$ cat src/so3_exponential_map_core_defines.svh
// ----------------------------------------------------------------------------
// so3_exponential_map_core_defines.svh
// Assertion macros shared by the SO(3) exponential map RTL.
// ----------------------------------------------------------------------------
`ifndef SO3_EXPONENTIAL_MAP_CORE_DEFINES_SVH
`define SO3_EXPONENTIAL_MAP_CORE_DEFINES_SVH
`ifndef ASSERT_OFF
// clocked assertion, masked while reset is high
`define SO3EM_ASSERT(lbl, clk, rst, prop, msg) \
  lbl: assert property (@(posedge clk) disable iff (rst) prop) else $error(msg);
// clocked assertion that also holds through reset
`define SO3EM_ASSERT_NR(lbl, clk, prop, msg) \
  lbl: assert property (@(posedge clk) prop) else $error(msg);
`else
`define SO3EM_ASSERT(lbl, clk, rst, prop, msg)
`define SO3EM_ASSERT_NR(lbl, clk, prop, msg)
`endif
`endif

$ cat src/so3em_pkg.sv
`timescale 1ns / 1ps
// ----------------------------------------------------------------------------
// so3em_pkg
// Shared constants, types and fixed-point helpers of the SO(3) exp map core.
// ----------------------------------------------------------------------------
package so3em_pkg;

  localparam int unsigned SQRT_LAT = 32;
  localparam int unsigned TERMS    = 8;
  localparam int unsigned TRIG_LAT = 4 * TERMS + 3;
  localparam int unsigned DIV_LAT  = 31;
  localparam int unsigned PAD_LAT  = TRIG_LAT - DIV_LAT;

  localparam logic [31:0] TURN_SCALE = 32'd2734261102;  // round(2^33 / pi)
  localparam logic [31:0] PI_Q30     = 32'd3373259426;  // round(pi * 2^30)

  // Q1.30 with headroom for +-2^31
  typedef logic signed [32:0] q30_t;

  localparam q30_t ONE_Q30 = 33'sd1073741824;

  typedef enum logic [1:0] {
    QUAD_0 = 2'd0,
    QUAD_1 = 2'd1,
    QUAD_2 = 2'd2,
    QUAD_3 = 2'd3
  } quad_t;

  typedef struct packed {
    logic [2:0][31:0] mag;
    logic [2:0]       neg;
  } side_t;

  typedef struct packed {
    logic [2:0][32:0] rem;
    logic [2:0][30:0] quo;
    logic [2:0]       neg;
    logic [31:0]      a;
  } div_t;

  typedef struct packed {
    quad_t              quad;
    logic [30:0]        x;
    logic [31:0]        ts;
    logic [31:0]        tc;
    logic signed [33:0] ss;
    logic signed [33:0] cc;
    logic [31:0]        ns;
    logic [31:0]        nc;
    logic [63:0]        ms;
    logic [63:0]        mc;
  } tay_t;

  // Q1.30 product, truncated toward zero
  function automatic q30_t mulq(input q30_t a, input q30_t b);
    q30_t        na;
    q30_t        nb;
    logic [31:0] ma;
    logic [31:0] mb;
    logic [63:0] p;
    q30_t        m;
    na = -a;
    nb = -b;
    ma = a[32] ? na[31:0] : a[31:0];
    mb = b[32] ? nb[31:0] : b[31:0];
    p  = {32'd0, ma} * {32'd0, mb};
    m  = $signed({1'b0, p[61:30]});
    return (a[32] ^ b[32]) ? -m : m;
  endfunction

  function automatic logic [31:0] sat_q30(input logic signed [34:0] v);
    logic [31:0] r;
    if (v > 35'sd1073741824) begin
      r = 32'h4000_0000;
    end else if (v < -35'sd1073741824) begin
      r = 32'hC000_0000;
    end else begin
      r = v[31:0];
    end
    return r;
  endfunction

endpackage

$ cat src/so3em_isqrt.sv
`timescale 1ns / 1ps
// ----------------------------------------------------------------------------
// so3em_isqrt
// Pipelined floor square root of a 64-bit value, one result bit per stage.
// ----------------------------------------------------------------------------
module so3em_isqrt
  import so3em_pkg::*;
(
  input  logic        clk,
  input  logic        en,
  input  logic [63:0] sum_sq,
  output logic [31:0] root
);

  logic [63:0] rem [SQRT_LAT];
  logic [63:0] res [SQRT_LAT];

  for (genvar g = 0; g < SQRT_LAT; g++) begin : g_stage
    localparam logic [63:0] BIT = 64'd1 << (62 - 2 * g);
    logic [63:0] n_in;
    logic [63:0] r_in;
    logic [63:0] trial;

    if (g == 0) begin : g_first
      assign n_in = sum_sq;
      assign r_in = '0;
    end else begin : g_rest
      assign n_in = rem[g-1];
      assign r_in = res[g-1];
    end

    assign trial = r_in + BIT;

    always_ff @(posedge clk) begin
      if (en) begin
        if (n_in >= trial) begin
          rem[g] <= n_in - trial;
          res[g] <= (r_in >> 1) + BIT;
        end else begin
          rem[g] <= n_in;
          res[g] <= r_in >> 1;
        end
      end
    end
  end

  assign root = res[SQRT_LAT-1][31:0];

endmodule

$ cat config.mk
export PLATFORM = sky130hd
export DESIGN_NAME = so3em_isqrt
export DESIGN_NICKNAME = d
export VERILOG_FILES = /design/src/so3_exponential_map_core_defines.svh /design/src/so3em_pkg.sv /design/src/so3em_isqrt.sv
export SDC_FILE = /design/constraint.sdc
export NUM_CORES = 2
export LEC_CHECK = 0
export ABC_CLOCK_PERIOD_IN_PS = 4400
export BUFFER_PORTS_ARGS = -buffer_cell sky130_fd_sc_hd__buf_4
export CAP_MARGIN = 20
export CORE_ASPECT_RATIO = 1.4
export CORE_MARGIN = 8
export CORE_UTILIZATION = 35
export CTS_CLUSTER_SIZE = 14
export DETAILED_ROUTE_END_ITERATION = 10
export PLACE_DENSITY = 0.55
export SETUP_SLACK_MARGIN = 0.15
export SLEW_MARGIN = 20
export SYNTH_ARGS = -nofsm -noshare
export SYNTH_HDL_FRONTEND = slang
export SYNTH_SLANG_ARGS = --single-unit
$ cat constraint.sdc
create_clock -name clk -period 4.4 [get_ports clk]
set_input_delay 0.88 -clock clk [delete_from_list [all_inputs] [get_ports clk]]
set_output_delay 0.88 -clock clk [all_outputs]
set_load 0.1 [all_outputs]
After elaboration in Yosys (flattened, before gate mapping)

Memory sizes are Yosys's and may differ from the RTL's.
Cells that the tools add are included.

Register bits: 0
Latch bits: 0
Memory bits (writable): 4096
Bits in read-only memories: 0
Input port bits: 66
Output and inout bits: 32
Memories kept: 2

Memories:

| name | depth | width | rd ports | clocked after memory_dff | wr ports | line              | text |
|---|---|---|---|---|---|---|---|
| rem  | 32    | 64    | 31       | 0                        | 32       | so3em_isqrt.sv:15 | `logic [63:0] rem [SQRT_LAT];` |
| res  | 32    | 64    | 32       | 0                        | 32       | so3em_isqrt.sv:16 | `logic [63:0] res [SQRT_LAT];` |

$add $sub $neg: 94
$mul: 0
Divide/modulo/power cells: 0
Order comparisons: 32
Eq/ne operators: 0
Shifts and indexed selects: 0
Multiplexer cells: 256
Bitwise logic cells: 64
Reductions and logical operators: 0

Operators with widths:

| cell                                           | count |
|---|---|
| two-way mux 64 bit                             | 64 |
| greater-or-equal comparator 64 bit             | 31 |
| subtractor 64 bit                              | 31 |
| two-way mux 1 bit                              | 192 |
| adder 63 x 1 -> 64 bit, second input constant  | 1 |
| adder 63 x 11 -> 64 bit, second input constant | 1 |
| adder 63 x 13 -> 64 bit, second input constant | 1 |
| adder 63 x 15 -> 64 bit, second input constant | 1 |
| adder 63 x 17 -> 64 bit, second input constant | 1 |
| adder 63 x 19 -> 64 bit, second input constant | 1 |
| adder 63 x 21 -> 64 bit, second input constant | 1 |
| adder 63 x 23 -> 64 bit, second input constant | 1 |
| adder 63 x 25 -> 64 bit, second input constant | 1 |
| adder 63 x 27 -> 64 bit, second input constant | 1 |
| adder 63 x 29 -> 64 bit, second input constant | 1 |
| adder 63 x 3 -> 64 bit, second input constant  | 1 |
| adder 63 x 31 -> 64 bit, second input constant | 1 |
| adder 63 x 33 -> 64 bit, second input constant | 1 |
| adder 63 x 35 -> 64 bit, second input constant | 1 |
| adder 63 x 37 -> 64 bit, second input constant | 1 |
| adder 63 x 39 -> 64 bit, second input constant | 1 |
| adder 63 x 41 -> 64 bit, second input constant | 1 |
| adder 63 x 43 -> 64 bit, second input constant | 1 |
| adder 63 x 45 -> 64 bit, second input constant | 1 |
| 45 further kinds                               | 108 |

Depth between registers and ports, before layout

An unclocked memory read counts as a cell.

Word-level depth: 7
Gate-level depth with buffers: 14

Least setup slack after synthesis

No wires, ideal clock.

Path type: input -> register
Start: input port en
End: memory rem[26][0] (netlist: rem[1][640]) (enable)
Library setup time: 0.482 ns
Data arrival time: 4.191 ns
Slack: -0.273 ns
Stages: 4
Cell sequence: clkbuf_1 > clkbuf_1 > clkbuf_1 > clkbuf_1

RTL lines:

| element     | line              | text |
|---|---|---|
| from (decl) | so3em_isqrt.sv:10 | `input logic en,` |
| to (decl)   | so3em_isqrt.sv:15 |  |

==> reports/results.tsv <==
stage	metric	value	unit
worst_setup_path	crit_top_cell	buf_4	
clock_tree	postCtsHoldBufs	0	
grt	track_usage	19.50	%
routing	drtAntennaViolNets	0	
timing	maxSlewViolCount	0	
finish	postLayoutCoreUtil	40.04	%
timing	fin_crit	4.085	ns
worst_setup_path	cpPeakStageDelay	0.48	ns
synth	synth.distinct_cells	86	
synth	synthFlopType	edfxtp_1	
placement	gp_congestion	1.013	
timing	slew_headroom	14.31	%
clock_tree	clk_pin_slew_worst_paths	0.07	ns
finish	syn_to_final_growth	13.83	%
timing	fmax	0.2448	GHz
clock_tree	cts_tree	done	
routing	topRoutingLayerUsed	met5	
timing	period_share	92.84	%
grt	overflow	0	
outcome	status	finished, final reports clean	
routing	avgRoutedWirePerCell	24.42	microns
synth	synth_cells	9960	
worst_setup_path	end_kind	flop	
synth	syn_area	122100	sq um
finish	final_nets	11037	
synth	ys_warn_count	0	
worst_setup_path	cp_max_fo	6	
finish	multi_input_area	43440	sq um
routing	wl_met1	110.7	mm
routing	vias	80361	
routing	drt_iter0_markers	4615	
routing	dr.pass1.iters	8	
hold_path	hp-class	input pin to flop	
pwr	irDropWorstVdd	343.4	uV
synth	synth-async-reset-ratio	0	%
synth	syn_nets	10584	
routing	viasPerCell	5.269	
grt	grt_start_max_net_pins	185	
clock_tree	clockBufferDepth	4	
worst_setup_path	critical_path.startpoint_type	flop	
worst_setup_path	crit_path_cell_trace	ha_1 > a211o_1 > or3b_2 > a2111oi_1 > buf_4 > nor3_1 > o31ai_1 > o211ai_1 > buf_4 > or3_1 > nor2_1 > xor2_1	
clock_tree	cts_root_buf	clkbuf_16	
worst_setup_path	worstSetupPathType	flop to flop	
placement	post-place-ws	0.002675	ns
routing	drc	0	
clock_tree	cts_inserted_buffers	272	
grt	grt_pass1_wl	538.6	mm
clock_tree	post_cts_buffers	0	
timing	tightest_slew	1.282	ns
worst_setup_path	cp_top_family	compound AO/OA/AOI/OAI gates	
clock_tree	cts.sinks	2512	
clock_tree	htree_levels	5	
worst_setup_path	slowest_stage	a2111oi_1	
timing	setup_viol	0	
floorplan	dieArea	368400	sq um
pwr	power_leakage	0.05113	uW
finish	drive_above_1_share	9.062	%
placement	port_buffers	97	
pwr	power	71900	uW
routing	route.met3.wl	10.81	mm
timing	hold_viol_final	0	
floorplan	io_pins	98	
floorplan	die_y	715.0	microns
synth	yosysSeqAreaShare	61.76	%
timing	fin_ws	0.3151	ns
routing	wl	372.4	mm
pwr	cellPowerDensity	517.2	nW/um^2
timing	fin_setup_tns	0	ns
floorplan	num_rows	256	
clock_tree	worstSkewPairLatency	0.88	ns
synth	avgSynthCellArea	12.26	sq um
floorplan	die_w	515.3	microns
worst_setup_path	cp.required	5.00	ns
worst_setup_path	crit_arrival	4.69	ns
grt	first_global_vias	83755	
synth	synth_seq_cells	2512	
floorplan	start_util	35.18	%
grt	antenna_found_initial	3	
floorplan	core_area	347200	sq um
finish	fillCellCount	32693	
routing	met2_length	219.0	mm
finish	regArea	75430	sq um
worst_setup_path	critical_path_buf_inv_count	2	
placement	dp_hpwl	295.9	mm
synth	synth_edf_count	2512	
run	drv_cap	0	
timing	rsz0062_at_grt	no	
timing	finClkSkew	0.08071	ns
routing by layer:
metal,vias up,GRT usage [%]
met5,-,0
met4,4,13.59
met3,980,2.143
met2,1978,41.62
met1,39169,15.83
li1,38230,-
repair_timing:
action,in CTS,in global routing
endpoints found under the setup margin,13,12
gates resized for setup,3,6
pin swaps,0,0
path summary, 6_finish.rpt:
| check | startpoint | end | slack (ns) | depth (start not counted) |
|---|---|---|---|---|
| hold reg to reg | res[1][361]$_DFFE_PP_ | res[1][424]$_DFFE_PP_ | 0.42 | 0 |
| setup reg to reg | rem[1][290]$_DFFE_PP_ | rem[1][369]$_DFFE_PP_ | 0.32 | 12 |
| setup / recovery | rem[1][290]$_DFFE_PP_ | rem[1][369]$_DFFE_PP_ | 0.32 | 12 |
| hold / removal | sum_sq[32] | rem[0][32]$_DFFE_PP_ | 0.19 | 1 |
power by group:
group	total [uW]	switching (uW)	internal (uW)	leakage, uW
clock	22200	9570	12700	0.00416
sequential	33200	2810	30400	0.0242
combinational	16500	10100	6380	0.0228
flip-flops by register name (all words and copies together) (netlist names):
name and flops:
res 528, rem 1984
area by class of cell:
class                      count  share of cell area, %
sequential                  2512                  54.25
multi-input combinational   6534                  31.25
clock buffer                 315                  5.104
tap                         4644                  4.179
timing repair buffer         414                  2.390
inverter                     679                  1.833
clock inverter               151                 0.9881
antenna                        3               0.005400
stage by stage:
step / std cells / hold WS (ns) / cell area [sq um]
finish: 15252 / 0.1853 / 139000
global route: 15250 / 0.1218 / 139000
CTS: 15249 / 0.09996 / 139000
detailed placement: 14783 / 0.4269 / 130500
global placement: 14783 / 0.4275 / 130500
floorplan: 9960 / 0.4166 / 122200
kinds of logic (layout without fill, tap and decap cells):
| family | Yosys count | after routing | share of synthesized area [%] |
|---|---|---|---|
| flip-flops | 2512 | 2512 | 61.76 |
| multiplexers | 53 | 53 | 0.4784 |
| AO/OA/AOI/OAI | 1867 | 1867 | 9.368 |
| buffers and inverters | 914 | 1559 | 2.840 |
| AND/OR/NAND/NOR | 3163 | 3163 | 13.44 |
| XOR/XNOR | 893 | 893 | 6.403 |
| adder cells (fa/ha/maj) | 558 | 558 | 5.716 |
| other | 0 | 3 | 0 |
layout by cell type, fill, tap and decap left out, drive strengths merged, types with 38 or more instances in the layout:
cell type     n
a31oi        56
xnor2       436
and2         39
o31ai        38
nor2        553
nand4       195
a211oi       55
nor4        389
nor2b        70
nand3       180
a21o        212
or4         101
nand3b       40
edfxtp     2512
buf         414
nand2       809
o21bai       45
mux2         43
or3         103
o211ai       47
nor4b        52
clkbuf      315
o21a         90
a21oi       509
nand2b      117
clkinv      108
and3         50
o21ai       605
nor3        293
or2          53
xor2        457
inv         695
ha          558
Yosys cell counts (all sizes together), types with 47 or more instances:
cell type,count,area share [%]
nand3,180,0.74
or3,103,0.53
ha,558,5.7
or4,101,0.63
nand4,195,1.0
a21oi,509,2.1
inv,679,2.1
o211ai,47,0.29
edfxtp,2512,62
o21ai,605,2.5
nand2,809,2.5
nor4b,52,0.37
nor4,389,2.0
a211oi,55,0.34
nor2b,70,0.36
or2,53,0.27
xor2,457,3.3
clkbuf,198,0.61
a31oi,56,0.29
o21a,90,0.55
a21o,212,1.3
nand2b,117,0.60
xnor2,436,3.1
nor2,553,1.7
nor3,293,1.2
and3,50,0.26
Power figures use the tool's default switching activity.
